===== src/design/vir_pkg.sv =====
// Shared types, codes and reply tables of the inquiry responder.
`timescale 1ns / 1ps
`default_nettype none

package vir_pkg;

    localparam logic [7:0] BYTE_TERM  = 8'hFF;
    localparam logic [7:0] START_MARK = 8'h80;

    typedef enum logic [2:0] {
        RPL_POWER   = 3'd0,
        RPL_ID      = 3'd1,
        RPL_MODEL   = 3'd2,
        RPL_VERSION = 3'd3,
        RPL_ZOOM    = 3'd4,
        RPL_FOCUS   = 3'd5
    } reply_code_t;

    // One reply waiting to be sent.
    typedef struct packed {
        reply_code_t code;
        logic [2:0]  addr;
    } reply_job_t;

    typedef struct packed {
        logic       push;
        reply_job_t job;
    } push_req_t;

    // Bytes after the header, terminator included.
    function automatic logic [3:0] reply_len(input reply_code_t code);
        logic [3:0] len;
        len = 4'd0;
        unique case (code)
            RPL_POWER:   len = 4'd3;
            RPL_ID:      len = 4'd6;
            RPL_MODEL:   len = 4'd7;
            RPL_VERSION: len = 4'd9;
            RPL_ZOOM:    len = 4'd6;
            RPL_FOCUS:   len = 4'd6;
            default:     len = 4'd0;
        endcase
        return len;
    endfunction

    function automatic logic [7:0] reply_body(input reply_code_t code, input logic [3:0] idx);
        logic [8:0][7:0] row;
        logic [7:0]      b;
        row = '0;
        unique case (code)
            RPL_POWER:   row = {8'h00, 8'h00, 8'h00, 8'h00, 8'h00, 8'h00,
                                8'hFF, 8'h02, 8'h50};
            RPL_ID:      row = {8'h00, 8'h00, 8'h00, 8'hFF, 8'h01, 8'h08,
                                8'h01, 8'h08, 8'h50};
            RPL_MODEL:   row = {8'h00, 8'h00, 8'hFF, 8'h00, 8'h00, 8'h52,
                                8'h7E, 8'h00, 8'h50};
            RPL_VERSION: row = {8'hFF, 8'h00, 8'h23, 8'h01, 8'h67, 8'h04,
                                8'h78, 8'h00, 8'h50};
            RPL_ZOOM:    row = {8'h00, 8'h00, 8'h00, 8'hFF, 8'h01, 8'h08,
                                8'h02, 8'h01, 8'h50};
            RPL_FOCUS:   row = {8'h00, 8'h00, 8'h00, 8'hFF, 8'h0A, 8'h01,
                                8'h00, 8'h01, 8'h50};
            default:     row = '0;
        endcase
        if (idx <= 4'd8)
        begin
            b = row[idx];
        end
        else
        begin
            b = 8'h00;
        end
        return b;
    endfunction

endpackage

`default_nettype wire


===== src/design/vir_if.sv =====
// Handshake channels: received bytes in, reply bytes out.
`timescale 1ns / 1ps
`default_nettype none

interface vir_rx_if;
    logic       valid;
    logic       ready;
    logic [7:0] rx_byte;
    logic       chunk_end;

    modport source (output valid, output rx_byte, output chunk_end, input ready);
    modport sink   (input valid, input rx_byte, input chunk_end, output ready);
endinterface

interface vir_reply_if;
    logic       valid;
    logic       ready;
    logic [7:0] reply_byte;
    logic       reply_last;

    modport source (output valid, output reply_byte, output reply_last, input ready);
    modport sink   (input valid, input reply_byte, input reply_last, output ready);
endinterface

`default_nettype wire


===== src/design/vir_front.sv =====
// Packet parser: finds start byte, keeps body prefix, matches inquiries.
`timescale 1ns / 1ps
`default_nettype none

module vir_front (
    input  wire logic              clk,
    input  wire logic              rst_n,
    input  wire logic [2:0]        dev_addr,
    input  wire logic              accept,
    input  wire logic [7:0]        rx_byte,
    input  wire logic              chunk_end,
    output vir_pkg::push_req_t     push_req
);

    localparam logic [23:0] KEY_POWER   = 24'h090400;
    localparam logic [23:0] KEY_ID      = 24'h090422;
    localparam logic [23:0] KEY_MODEL   = 24'h090037;
    localparam logic [23:0] KEY_VERSION = 24'h090002;
    localparam logic [23:0] KEY_ZOOM    = 24'h090447;
    localparam logic [23:0] KEY_FOCUS   = 24'h090448;

    logic             in_packet_reg, in_packet_next;
    logic [1:0]       body_count_reg, body_count_next;
    logic [7:0]       body_reg [3];
    logic [23:0]      key;
    logic             hit;
    vir_pkg::reply_code_t hit_code;
    logic [7:0]       start_byte;
    logic             is_term;

    assign start_byte = vir_pkg::START_MARK | {5'b00000, dev_addr};
    assign is_term    = (rx_byte == vir_pkg::BYTE_TERM);
    assign key        = {body_reg[0], body_reg[1], body_reg[2]};

    // keys are distinct, at most one hits
    always_comb
    begin
        hit      = 1'b1;
        hit_code = vir_pkg::RPL_POWER;
        priority if (key == KEY_POWER)   hit_code = vir_pkg::RPL_POWER;
        else if (key == KEY_ID)          hit_code = vir_pkg::RPL_ID;
        else if (key == KEY_MODEL)       hit_code = vir_pkg::RPL_MODEL;
        else if (key == KEY_VERSION)     hit_code = vir_pkg::RPL_VERSION;
        else if (key == KEY_ZOOM)        hit_code = vir_pkg::RPL_ZOOM;
        else if (key == KEY_FOCUS)       hit_code = vir_pkg::RPL_FOCUS;
        else                             hit      = 1'b0;
    end

    always_comb
    begin
        in_packet_next  = in_packet_reg;
        body_count_next = body_count_reg;
        push_req.push     = 1'b0;
        push_req.job.code = hit_code;
        push_req.job.addr = dev_addr;
        if (accept)
        begin
            if (!in_packet_reg)
            begin
                if (rx_byte == start_byte)
                begin
                    in_packet_next  = 1'b1;
                    body_count_next = 2'd0;
                end
            end
            else if (is_term)
            begin
                push_req.push   = (body_count_reg == 2'd3) && hit;
                in_packet_next  = 1'b0;
                body_count_next = 2'd0;
            end
            else if (body_count_reg != 2'd3)
            begin
                body_count_next = body_count_reg + 2'd1;
            end
            if (chunk_end)
            begin
                in_packet_next  = 1'b0;
                body_count_next = 2'd0;
            end
        end
    end

    always_ff @(posedge clk or negedge rst_n)
    begin
        if (!rst_n)
        begin
            in_packet_reg  <= 1'b0;
            body_count_reg <= 2'd0;
        end
        else
        begin
            in_packet_reg  <= in_packet_next;
            body_count_reg <= body_count_next;
        end
    end

    // body prefix store
    always_ff @(posedge clk)
    begin
        if (accept && in_packet_reg && !is_term && body_count_reg != 2'd3)
        begin
            body_reg[body_count_reg] <= rx_byte;
        end
    end

    a_count_in_packet: assert property (@(posedge clk) disable iff (!rst_n)
        (body_count_reg != 2'd0) |-> in_packet_reg)
        else $error("body count set outside a packet");

    a_chunk_drop: assert property (@(posedge clk) disable iff (!rst_n)
        (accept && chunk_end) |=> (!in_packet_reg && body_count_reg == 2'd0))
        else $error("partial packet survived chunk end");

endmodule

`default_nettype wire


===== src/design/vir_queue.sv =====
// Small FIFO of pending replies between parser and emitter.
`timescale 1ns / 1ps
`default_nettype none

module vir_queue #(
    parameter int DEPTH = 4
) (
    input  wire logic                clk,
    input  wire logic                rst_n,
    input  wire vir_pkg::push_req_t  push_req,
    output logic                     full,
    output logic                     q_valid,
    output vir_pkg::reply_job_t      q_job,
    input  wire logic                pop
);

    localparam int PTR_W = $clog2(DEPTH);
    localparam int CNT_W = $clog2(DEPTH + 1);

    vir_pkg::reply_job_t  slot_reg [DEPTH];
    logic [PTR_W-1:0]     wr_ptr_reg, rd_ptr_reg;
    logic [CNT_W-1:0]     count_reg;
    logic                 do_push, do_pop;

    assign full    = (count_reg == CNT_W'(DEPTH));
    assign q_valid = (count_reg != '0);
    assign q_job   = slot_reg[rd_ptr_reg];
    assign do_push = push_req.push && !full;
    assign do_pop  = pop && q_valid;

    function automatic logic [PTR_W-1:0] bump(input logic [PTR_W-1:0] p);
        return (p == PTR_W'(DEPTH - 1)) ? '0 : p + PTR_W'(1);
    endfunction

    always_ff @(posedge clk or negedge rst_n)
    begin
        if (!rst_n)
        begin
            wr_ptr_reg <= '0;
            rd_ptr_reg <= '0;
            count_reg  <= '0;
        end
        else
        begin
            if (do_push)
            begin
                wr_ptr_reg <= bump(wr_ptr_reg);
            end
            if (do_pop)
            begin
                rd_ptr_reg <= bump(rd_ptr_reg);
            end
            if (do_push && !do_pop)
            begin
                count_reg <= count_reg + CNT_W'(1);
            end
            else if (do_pop && !do_push)
            begin
                count_reg <= count_reg - CNT_W'(1);
            end
        end
    end

    always_ff @(posedge clk)
    begin
        if (do_push)
        begin
            slot_reg[wr_ptr_reg] <= push_req.job;
        end
    end

    a_no_overflow: assert property (@(posedge clk) disable iff (!rst_n)
        push_req.push |-> !full)
        else $error("reply pushed into full queue");

endmodule

`default_nettype wire


===== src/design/vir_back.sv =====
// Emitter: walks one canned reply a byte per cycle unless held, to an output reg.
`timescale 1ns / 1ps
`default_nettype none

module vir_back (
    input  wire logic                 clk,
    input  wire logic                 rst_n,
    input  wire logic                 q_valid,
    input  wire vir_pkg::reply_job_t  q_job,
    output logic                      pop,
    vir_reply_if.source               tx
);

    typedef enum logic [1:0] {
        ST_IDLE = 2'b01,
        ST_BODY = 2'b10
    } state_t;

    state_t               state_reg, state_next;
    vir_pkg::reply_code_t code_reg, code_next;
    logic [3:0]           idx_reg, idx_next;
    logic                 out_valid_reg, out_valid_next;
    logic [7:0]           out_byte_reg, out_byte_next;
    logic                 out_last_reg, out_last_next;
    logic                 advance;
    logic                 at_end;

    assign advance = !out_valid_reg || tx.ready;
    assign at_end  = (idx_reg == vir_pkg::reply_len(code_reg) - 4'd1);

    always_comb
    begin
        state_next     = state_reg;
        code_next      = code_reg;
        idx_next       = idx_reg;
        out_valid_next = out_valid_reg;
        out_byte_next  = out_byte_reg;
        out_last_next  = out_last_reg;
        pop            = 1'b0;
        if (advance)
        begin
            unique case (state_reg)
                ST_IDLE:
                begin
                    out_valid_next = q_valid;
                    out_byte_next  = vir_pkg::START_MARK | {1'b0, q_job.addr, 4'b0000};
                    out_last_next  = 1'b0;
                    if (q_valid)
                    begin
                        pop        = 1'b1;
                        code_next  = q_job.code;
                        idx_next   = 4'd0;
                        state_next = ST_BODY;
                    end
                end
                ST_BODY:
                begin
                    out_valid_next = 1'b1;
                    out_byte_next  = vir_pkg::reply_body(code_reg, idx_reg);
                    out_last_next  = at_end;
                    idx_next       = idx_reg + 4'd1;
                    if (at_end)
                    begin
                        state_next = ST_IDLE;
                    end
                end
                default:
                begin
                    state_next     = ST_IDLE;
                    out_valid_next = 1'b0;
                end
            endcase
        end
    end

    always_ff @(posedge clk or negedge rst_n)
    begin
        if (!rst_n)
        begin
            state_reg     <= ST_IDLE;
            out_valid_reg <= 1'b0;
        end
        else
        begin
            state_reg     <= state_next;
            out_valid_reg <= out_valid_next;
        end
    end

    always_ff @(posedge clk)
    begin
        code_reg     <= code_next;
        idx_reg      <= idx_next;
        out_byte_reg <= out_byte_next;
        out_last_reg <= out_last_next;
    end

    assign tx.valid      = out_valid_reg;
    assign tx.reply_byte = out_byte_reg;
    assign tx.reply_last = out_last_reg;

    a_last_is_term: assert property (@(posedge clk) disable iff (!rst_n)
        (out_valid_reg && out_last_reg) |-> (out_byte_reg == vir_pkg::BYTE_TERM))
        else $error("reply end marked on a non-terminator byte");

    a_pop_only_idle: assert property (@(posedge clk) disable iff (!rst_n)
        pop |-> (state_reg == ST_IDLE && q_valid))
        else $error("queue popped while a reply is in progress");

endmodule

`default_nettype wire


===== src/design/visca_inquiry_responder.sv =====
// Top level of the camera-side inquiry responder.
//
// Usage:
//   rx_in    : received serial bytes, one item per byte (rx_byte, chunk_end).
//              An item is taken at a clock edge with valid and ready high.
//   reply_out: reply bytes, header first; reply_last flags the closing 0xFF.
//   APB port : one register, device_address (bits 2:0 at byte address 0),
//              reset value 1. Write it only while the block is idle.
// Throughput: one received byte per cycle. ready drops only while the reply
//   queue holds QUEUE_DEPTH pending replies; reply bytes leave back to back
//   while reply_out.ready is high, with the next queued reply following on.
// Reply path: the terminating 0xFF of the inquiry is written into the queue
//   at the edge that takes it; the output register then loads the header
//   when the emitter is idle and the output is not held.
// Stalls: when reply_out.ready is low the output register holds its byte;
//   the parser keeps taking bytes until the queue fills.
// Reset: rst_n (async, active low) drops any partial packet, empties the
//   queue and the output register, and sets the address back to 1.
`timescale 1ns / 1ps
`default_nettype none

module visca_inquiry_responder #(
    parameter int QUEUE_DEPTH = 4
) (
    input  wire logic        clk,
    input  wire logic        rst_n,
    input  wire logic        psel,
    input  wire logic        penable,
    input  wire logic        pwrite,
    input  wire logic [2:0]  paddr,
    input  wire logic [31:0] pwdata,
    output logic [31:0]      prdata,
    output logic             pready,
    vir_rx_if.sink           rx_in,
    vir_reply_if.source      reply_out
);

    logic [2:0]           dev_addr_reg;
    logic                 cfg_wr;
    logic                 accept;
    logic                 q_full;
    logic                 q_valid;
    logic                 q_pop;
    vir_pkg::push_req_t   push_req;
    vir_pkg::reply_job_t  q_job;

    // config register: only register 0 exists, upper word address ignored
    assign pready = 1'b1;
    assign cfg_wr = psel && penable && pwrite && !paddr[2];
    assign prdata = paddr[2] ? 32'd0 : {29'd0, dev_addr_reg};

    always_ff @(posedge clk or negedge rst_n)
    begin
        if (!rst_n)
        begin
            dev_addr_reg <= 3'd1;
        end
        else if (cfg_wr)
        begin
            dev_addr_reg <= pwdata[2:0];
        end
    end

    // front end stalls only when no queue slot is left
    assign rx_in.ready = !q_full;
    assign accept      = rx_in.valid && !q_full;

    vir_front u_front (
        .clk       (clk),
        .rst_n     (rst_n),
        .dev_addr  (dev_addr_reg),
        .accept    (accept),
        .rx_byte   (rx_in.rx_byte),
        .chunk_end (rx_in.chunk_end),
        .push_req  (push_req)
    );

    vir_queue #(
        .DEPTH (QUEUE_DEPTH)
    ) u_queue (
        .clk      (clk),
        .rst_n    (rst_n),
        .push_req (push_req),
        .full     (q_full),
        .q_valid  (q_valid),
        .q_job    (q_job),
        .pop      (q_pop)
    );

    vir_back u_back (
        .clk     (clk),
        .rst_n   (rst_n),
        .q_valid (q_valid),
        .q_job   (q_job),
        .pop     (q_pop),
        .tx      (reply_out)
    );

endmodule

`default_nettype wire

===== src/flat_wrapper.sv =====
// flat-port wrapper written by rule: the top's interface ports become plain ports
module visca_inquiry_responder_flat 
#(
    parameter int QUEUE_DEPTH = 4
)
  (clk, rst_n, psel, penable, pwrite, paddr, pwdata, prdata, pready, rx_in_valid, rx_in_rx_byte, rx_in_chunk_end, rx_in_ready, reply_out_valid, reply_out_reply_byte, reply_out_reply_last, reply_out_ready);
  vir_rx_if rx_in_i ();
  vir_reply_if reply_out_i ();
  input  wire logic clk;
  input  wire logic rst_n;
  input  wire logic psel;
  input  wire logic penable;
  input  wire logic pwrite;
  input  wire logic [2:0] paddr;
  input  wire logic [31:0] pwdata;
  output logic [31:0] prdata;
  output logic pready;
  input wire logic [$bits(rx_in_i.valid)-1:0] rx_in_valid;
  input wire logic [$bits(rx_in_i.rx_byte)-1:0] rx_in_rx_byte;
  input wire logic [$bits(rx_in_i.chunk_end)-1:0] rx_in_chunk_end;
  output wire logic [$bits(rx_in_i.ready)-1:0] rx_in_ready;
  output wire logic [$bits(reply_out_i.valid)-1:0] reply_out_valid;
  output wire logic [$bits(reply_out_i.reply_byte)-1:0] reply_out_reply_byte;
  output wire logic [$bits(reply_out_i.reply_last)-1:0] reply_out_reply_last;
  input wire logic [$bits(reply_out_i.ready)-1:0] reply_out_ready;
  assign rx_in_i.valid = rx_in_valid;
  assign rx_in_i.rx_byte = rx_in_rx_byte;
  assign rx_in_i.chunk_end = rx_in_chunk_end;
  assign rx_in_ready = rx_in_i.ready;
  assign reply_out_valid = reply_out_i.valid;
  assign reply_out_reply_byte = reply_out_i.reply_byte;
  assign reply_out_reply_last = reply_out_i.reply_last;
  assign reply_out_i.ready = reply_out_ready;
  visca_inquiry_responder #(.QUEUE_DEPTH(QUEUE_DEPTH)) u_core (.clk(clk), .rst_n(rst_n), .psel(psel), .penable(penable), .pwrite(pwrite), .paddr(paddr), .pwdata(pwdata), .prdata(prdata), .pready(pready), .rx_in(rx_in_i), .reply_out(reply_out_i));
endmodule

===== config.mk =====
export PLATFORM = sky130hd
export DESIGN_NAME = visca_inquiry_responder_flat
export DESIGN_NICKNAME = d
export VERILOG_FILES = /design/src/design/vir_pkg.sv /design/src/design/vir_if.sv /design/src/design/vir_front.sv /design/src/design/vir_queue.sv /design/src/design/vir_back.sv /design/src/design/visca_inquiry_responder.sv /design/src/flat_wrapper.sv
export SDC_FILE = /design/constraint.sdc
export NUM_CORES = 1
export LEC_CHECK = 0
export ABC_CLOCK_PERIOD_IN_PS = 3000
export BUFFER_PORTS_ARGS = -buffer_cell sky130_fd_sc_hd__buf_2
export CORE_ASPECT_RATIO = 1.1
export CORE_MARGIN = 5
export CORE_UTILIZATION = 54
export DETAILED_ROUTE_END_ITERATION = 10
export GPL_TIMING_DRIVEN = 0
export PLACE_DENSITY = 0.91
export SETUP_SLACK_MARGIN = 0.15
export SYNTH_ARGS = -nofsm -noshare
export SYNTH_HDL_FRONTEND = slang
export SYNTH_SLANG_ARGS = --single-unit
export TNS_END_PERCENT = 100

===== constraint.sdc =====
create_clock -name clk -period 3 [get_ports clk]
set_clock_uncertainty 0.1 [all_clocks]
set_input_delay 0.9 -clock clk [delete_from_list [all_inputs] [get_ports clk]]
set_output_delay 0.9 -clock clk [all_outputs]
set_load 0.01 [all_outputs]

==> results of run 1 <==
==> cell usage after synthesis, drive strengths merged, types with 3 or more instances <==
master and number:
a21oi 5, a31oi 8, a32oi 5, and2 9
and3 3, buf 35, clkbuf 11, dfrtp 14
edfxtp 64, ha 14, inv 16, mux2 9
mux4 6, nand2 14, nand2b 5, nand3 6
nand4 6, nand4b 3, nor2 27, nor2b 9
nor3 9, nor4 4, o21ai 14, o41ai 3
xnor2 4, xor2 7
==> logic make-up (layout without fill, tap and decap cells) <==
logic type	Yosys count	count (layout)
compound gates	54	54
xor+xnor	11	11
fa+ha+maj	16	16
buf+inv	62	117
flops	80	80
mux	15	15
other cells	2	30
simple gates	111	111
==> area by class of cell <==
cell class	instances	area, um2	share of cell area
well taps	105	131	0.0266
clock inverters	7	83.8	0.0170
repair buffers	39	210	0.0426
flip-flops and latches	80	2320	0.471
multi-input cells	237	1690	0.342
clock buffers	9	124	0.0251
plain buffers	46	312	0.0631
inverters	16	60.1	0.0122
==> power by group <==
part           total, mW  switching, mW  internal (mW)
sequential          1.25         0.0251           1.23
clock              0.833          0.431          0.402
combinational      0.180          0.101         0.0798
total               2.27          0.557           1.71
==> placed cells by master (no fill, tap or decap), types with 3 or more instances in the layout <==
cell and count:
xnor2_1 4, nand2_1 14, o21ai_1 9, nand4b_1 3, buf_2 35, nor2b_1 9, o21ai_0 5, clkbuf_1 10
a21oi_1 5, and3_1 3, a32oi_1 3, nand4_1 6, buf_6 3, edfxtp_1 64, mux4_2 6, mux2_1 4
nor3_1 9, and2_1 9, nor4_1 3, inv_6 4, inv_1 13, o41ai_1 3, inv_2 3, nand2b_1 5
xor2_1 7, nand3_1 6, mux2_2 5, a31oi_1 8, nor2_1 27, buf_4 36, ha_1 13, conb_1 30
dfrtp_1 14, clkbuf_8 9
==> path summary, 6_finish.rpt <==
path	start	endpoint	slack (ns)
max in group asynchronous	rst_n	u_core.dev_addr_reg[0]	2.14
worst max register to register	u_core.u_front.body_reg[2][0]	u_core.u_queue.count_reg[2]	0.24
worst min register to register	u_core.u_front.in_packet_reg	u_core.u_front.in_packet_reg	0.43
worst max-delay path	u_core.u_front.body_reg[2][0]	u_core.u_queue.count_reg[2]	0.24
worst min-delay path	rst_n	u_core.u_front.body_count_reg[1]	0.35
min in group clk	u_core.u_front.in_packet_reg	u_core.u_front.in_packet_reg	0.43
==> layer usage <==
metal,GRT usage,up-vias
met5,0,-
met4,0.0867,0
met2,0.334,136
met3,0.0299,16
met1,0.219,1366
li1,-,1393
==> critical path: stages (launching register included) <==
cell and delay (ns):
edfxtp_1 0.45, nor4_4 0.34, nand4b_1 0.20, a32oi_2 0.27
and4_4 0.27, buf_6 0.11, ha_4 0.13, inv_2 0.04
fa_2 0.35, xor2_1 0.15, nor2_1 0.12, xor2_1 0.16
==> stage by stage <==
step                total power [mW]  setup TNS (ns)  setup WS, ns
floorplan                       1.39               0         0.350
global placement                1.45        -0.00520      -0.00520
detailed placement              1.46         -0.0824       -0.0810
CTS                             2.28               0         0.198
global route                    2.35               0        0.0996
finish                          2.27               0         0.235
==> what timing repair did <==
item | in CTS | in global routing
gates cloned | 0 | 0
pin swaps | 5 | 9
resized for setup | 5 | 7
setup endpoints to repair | 2 | 2
setup buffers | 3 | 3
==> impl_metrics.env, run 1 <==
export IMPL_status="finished clean"
export IMPL_overflow=0
export IMPL_ys_types=62
export IMPL_synth_top_family_by_area="simple AND/OR/NAND/NOR gates"
export IMPL_rsz0062_at_grt="true"
export IMPL_drc=0
export IMPL_stdcell_area_mm2=0.00494
export IMPL_routed_wl_met3_um=598
export IMPL_globalplace_congestion=0.928
export IMPL_synth_mux_area_frac=0.0559
export IMPL_cts_tree="yes"
export IMPL_critPathKind="reg2reg"
export IMPL_diodes=0
export IMPL_drtPass1Iterations=5
export IMPL_yosys_warnings=0
export IMPL_dr_max_layer_used="met4"
export IMPL_antenna_found_initial=0
export IMPL_max_slew_margin=0.444
export IMPL_synth_largest_area_cell="edfxtp_1"
export IMPL_max_vdd_ir_drop_mv=0.344
export IMPL_power_leakage_nw=1.98
export IMPL_fin_util=0.653
export IMPL_path_max_fanout=3
export IMPL_routedLengthMet1_mm=3.23
export IMPL_wl_met2_mm=4.42
export IMPL_drt_wl_total_mm=8.44
export IMPL_port_buffer_count=33
export IMPL_die_area_mm2=0.00971
export IMPL_synthArstFlopShare=0.200
export IMPL_period_minus_slack_ns=2.76
export IMPL_finalMaxSlewViolations=0
export IMPL_grt_total_usage=0.186
export IMPL_layoutNonFillerInstCount=539
export IMPL_r2r_cells=11
export IMPL_layout_drive_gt1_share=0.270
export IMPL_clkTransAtPathRegs_ns=0.09
export IMPL_die_height_um=103
export IMPL_cts_root_buf="clkbuf_8"
export IMPL_period_share=0.922
export IMPL_io_pins=95
export IMPL_synthTopCellsByArea="edfxtp_1 (45%), dfrtp_1 (8.3%), buf_4 (5.3%), ha_1 (4.1%), mux4_2 (3.2%)"
export IMPL_timing_hold_ws_ns=0.350
export IMPL_numCtsBuffers=9
export IMPL_place_inst=517
export IMPL_holdBufCountCts=0
export IMPL_wire_per_inst_um=15.7
export IMPL_area_delta_synth_final_pct=16.6
export IMPL_viasPerCell=5.40
export IMPL_coreArea_mm2=0.00756
export IMPL_worstSkewPairLatency_ns=0.35
export IMPL_synth_cells=351
export IMPL_place_area_mm2=0.00464
export IMPL_worstSetupEndpointType="flip-flop"
export IMPL_worstPathArrival_ns=2.94
export IMPL_grt_max_degree=17
export IMPL_syn_area_mm2=0.00423
export IMPL_hold_path_class="in2async"
export IMPL_final_antenna_net_count=0
export IMPL_fin_nets=495
export IMPL_synth_top_area_share=0.454
export IMPL_clock_sinks=80
export IMPL_std_cell_rows=33
export IMPL_synth_edff_count=64
export IMPL_finalSetupViolCount=0
export IMPL_synthSimpleGateAreaFrac=0.147
export IMPL_grt_pass1_vias=2871
export IMPL_start_kind="flip-flop"
export IMPL_drt_iter0_drc=160
export IMPL_start_util=0.560
export IMPL_max_freq_ghz=0.362
export IMPL_syn_avg_cell_area_um2=12.1
export IMPL_synthXorXnorAreaFrac=0.0228
export IMPL_worst_pin_slew_ns=0.831
export IMPL_ys_flop_type="edfxtp_1"
export IMPL_vias=2911
export IMPL_grt_pass1_wl_mm=13.8
export IMPL_synth_fa_ha_area_frac=0.0488
export IMPL_ys_seq_elements=80
export IMPL_cts_htree_levels=3
export IMPL_hold_viol=0
export IMPL_synth_seq_area_share=0.549
export IMPL_power_density_mw_per_mm2=460
export IMPL_die_w_um=94.4
export IMPL_dpl_hpwl_mm=6.32
export IMPL_num_fill_cells=575
export IMPL_synth_compound_area_frac=0.0892
export IMPL_maxCapViolCount=0
export IMPL_critical_path_required_ns=3.17
export IMPL_cts_path_max_buffers=2
No activity file was read; power rests on OpenSTA's default activity.
==> run 2: changes to the inputs <==
- MAX_ROUTING_LAYER: unset -> met4
==> impl_metrics.env, run 2 (synthesis results as in run 1) <==
export IMPL_status="finished clean"
export IMPL_r2r_cells=11
export IMPL_start_util=0.560
export IMPL_layoutNonFillerInstCount=534
export IMPL_std_cell_rows=33
export IMPL_r2r_slack_ns=0.29
export IMPL_hold_path_class="in2async"
export IMPL_finalMaxSlewViolations=0
export IMPL_max_slew_margin=0.438
export IMPL_rsz0062_at_grt="true"
export IMPL_port_buffer_count=33
export IMPL_io_pins=95
export IMPL_final_antenna_net_count=0
export IMPL_dr_max_layer_used="met4"
export IMPL_fin_nets=490
export IMPL_finalSetupViolCount=0
export IMPL_routedLengthMet1_mm=3.20
export IMPL_cellInternalPower_mw=1.80
export IMPL_final_common_cell="edfxtp_1"
export IMPL_multi_input_area_mm2=0.00168
export IMPL_r2r_end="u_core.u_queue.count_reg[2]"
export IMPL_die_height_um=103
export IMPL_numCtsBuffers=9
export IMPL_p_seq_frac=0.530
export IMPL_period_share=0.905
export IMPL_clkTransAtPathRegs_ns=0.10
export IMPL_maxCapViolCount=0
export IMPL_dpl_hpwl_mm=6.29
export IMPL_cts_path_max_buffers=2
export IMPL_worst_pin_slew_ns=0.841
export IMPL_grt_pass1_wl_mm=13.7
export IMPL_r2r_start="u_core.u_front.body_reg[2][7]"
export IMPL_power_leakage_nw=1.97
export IMPL_max_vdd_ir_drop_mv=0.327
export IMPL_layout_drive_gt1_share=0.254
export IMPL_drt_wl_total_mm=8.58
export IMPL_grt_total_usage=0.191
export IMPL_routed_wl_met3_um=619
export IMPL_start_kind="flip-flop"
export IMPL_num_fill_cells=569
export IMPL_drtPass1Iterations=5
export IMPL_die_w_um=94.4
export IMPL_area_delta_synth_final_pct=16.0
export IMPL_place_inst=517
export IMPL_ff_latch_area_mm2=0.00232
export IMPL_cts_htree_levels=3
export IMPL_wire_per_inst_um=16.1
export IMPL_globalplace_congestion=0.920
export IMPL_grt_pass1_vias=2923
export IMPL_holdBufCountCts=0
export IMPL_worstPathArrival_ns=2.90
export IMPL_period_minus_slack_ns=2.71
export IMPL_cts_root_buf="clkbuf_8"
export IMPL_die_area_mm2=0.00971
export IMPL_tns_ns=0
export IMPL_antenna_found_initial=0
export IMPL_p_switching_mw=0.575
export IMPL_wl_met2_mm=4.54
export IMPL_path_max_fanout=7
export IMPL_layout_common_cells="edfxtp_1 (64), buf_2 (35), buf_4 (31)"
export IMPL_grt_max_degree=17
export IMPL_power_density_mw_per_mm2=483
export IMPL_cts_tree="yes"
export IMPL_p_clk_frac=0.394
export IMPL_max_freq_ghz=0.368
export IMPL_overflow=0
export IMPL_vias=2933
export IMPL_viasPerCell=5.49
export IMPL_p_comb_frac=0.077
export IMPL_diodes=0
export IMPL_coreArea_mm2=0.00756
export IMPL_critical_path_required_ns=3.19
export IMPL_critPathKind="reg2reg"
export IMPL_hold_viol=0
export IMPL_swShare=0.243
export IMPL_worstSetupEndpointType="flip-flop"
export IMPL_drt_iter0_drc=187
export IMPL_drc=0
export IMPL_worstSkewPairLatency_ns=0.36
export IMPL_clock_sinks=80
## run 2: power by group through the flow
stage               Clock, mW  Combinational, mW  Sequential [mW]
floorplan                   0              0.119             1.28
global placement            0              0.174             1.28
detailed placement          0              0.178             1.28
CTS                     0.927              0.179             1.26
global route            0.984              0.200             1.26
finish                  0.934              0.182             1.26
## run 2: metrics by stage
| step | utilization | hold WS, ns | power (mW) | instance area (um2) | setup WS [ns] |
|---|---|---|---|---|---|
| after detailed placement | 0.614 | 0.410 | 1.46 | 4640 | -0.0359 |
| final | 0.650 | 0.336 | 2.37 | 4910 | 0.285 |
| after CTS | 0.645 | 0.340 | 2.36 | 4870 | 0.153 |
| after global placement | 0.614 | 0.404 | 1.45 | 4640 | -0.000183 |
| after global routing | 0.650 | 0.352 | 2.44 | 4910 | 0.0998 |
| after floorplan | - | 0.376 | 1.39 | 4340 | 0.350 |
## run 2: worst max-delay path by stage
stage | from | to | slack, ns | cells after the start
2_1_floorplan | rx_in_rx_byte[6] | u_core.u_queue.count_reg[2] | 0.35 | 10
3_3_place_gp | rx_in_rx_byte[7] | u_core.u_queue.count_reg[2] | -0.0002 | 11
3_5_place_dp | rx_in_rx_byte[7] | u_core.u_queue.count_reg[2] | -0.04 | 11
4_1_cts | u_core.u_front.body_reg[2][0] | u_core.u_queue.count_reg[2] | 0.15 | 11
5_1_grt | u_core.u_front.body_reg[2][7] | u_core.u_queue.count_reg[2] | 0.1 | 11
6_report | u_core.u_front.body_reg[2][7] | u_core.u_queue.count_reg[2] | 0.29 | 11
## run 2: critical path: stages (launching register included)
cell and delay (ns):
edfxtp_1 0.45, nor4_4 0.34, nand4b_1 0.17, a32oi_1 0.26, and4_1 0.23, buf_6 0.13, ha_4 0.14, inv_1 0.05
fa_2 0.33, xor2_1 0.16, nor2_1 0.12, xor2_1 0.15
## run 2: what timing repair did
| item | in CTS | in global routing |
|---|---|---|
| pin swaps | 1 | 6 |
| endpoints found under the setup margin | 1 | 3 |
| gates resized for setup | 1 | 9 |
| buffers inserted | 0 | 1 |
| gates cloned | 0 | 0 |
## run 2: per-layer routing
layer / global-route usage / vias up
li1: - / 1378
met4: 0.0811 / 0
met1: 0.209 / 1398
met3: 0.0416 / 25
met5: - / -
met2: 0.337 / 132
## run 2: cell type report
| class | count | share of cell area |
|---|---|---|
| multi-input combinational | 237 | 0.342 |
| sequential | 80 | 0.473 |
| timing repair buffer | 34 | 0.0352 |
| inverter | 16 | 0.0122 |
| buffer | 46 | 0.0634 |
| clock buffer | 9 | 0.0252 |
| clock inverter | 7 | 0.0217 |
| tap | 105 | 0.0268 |
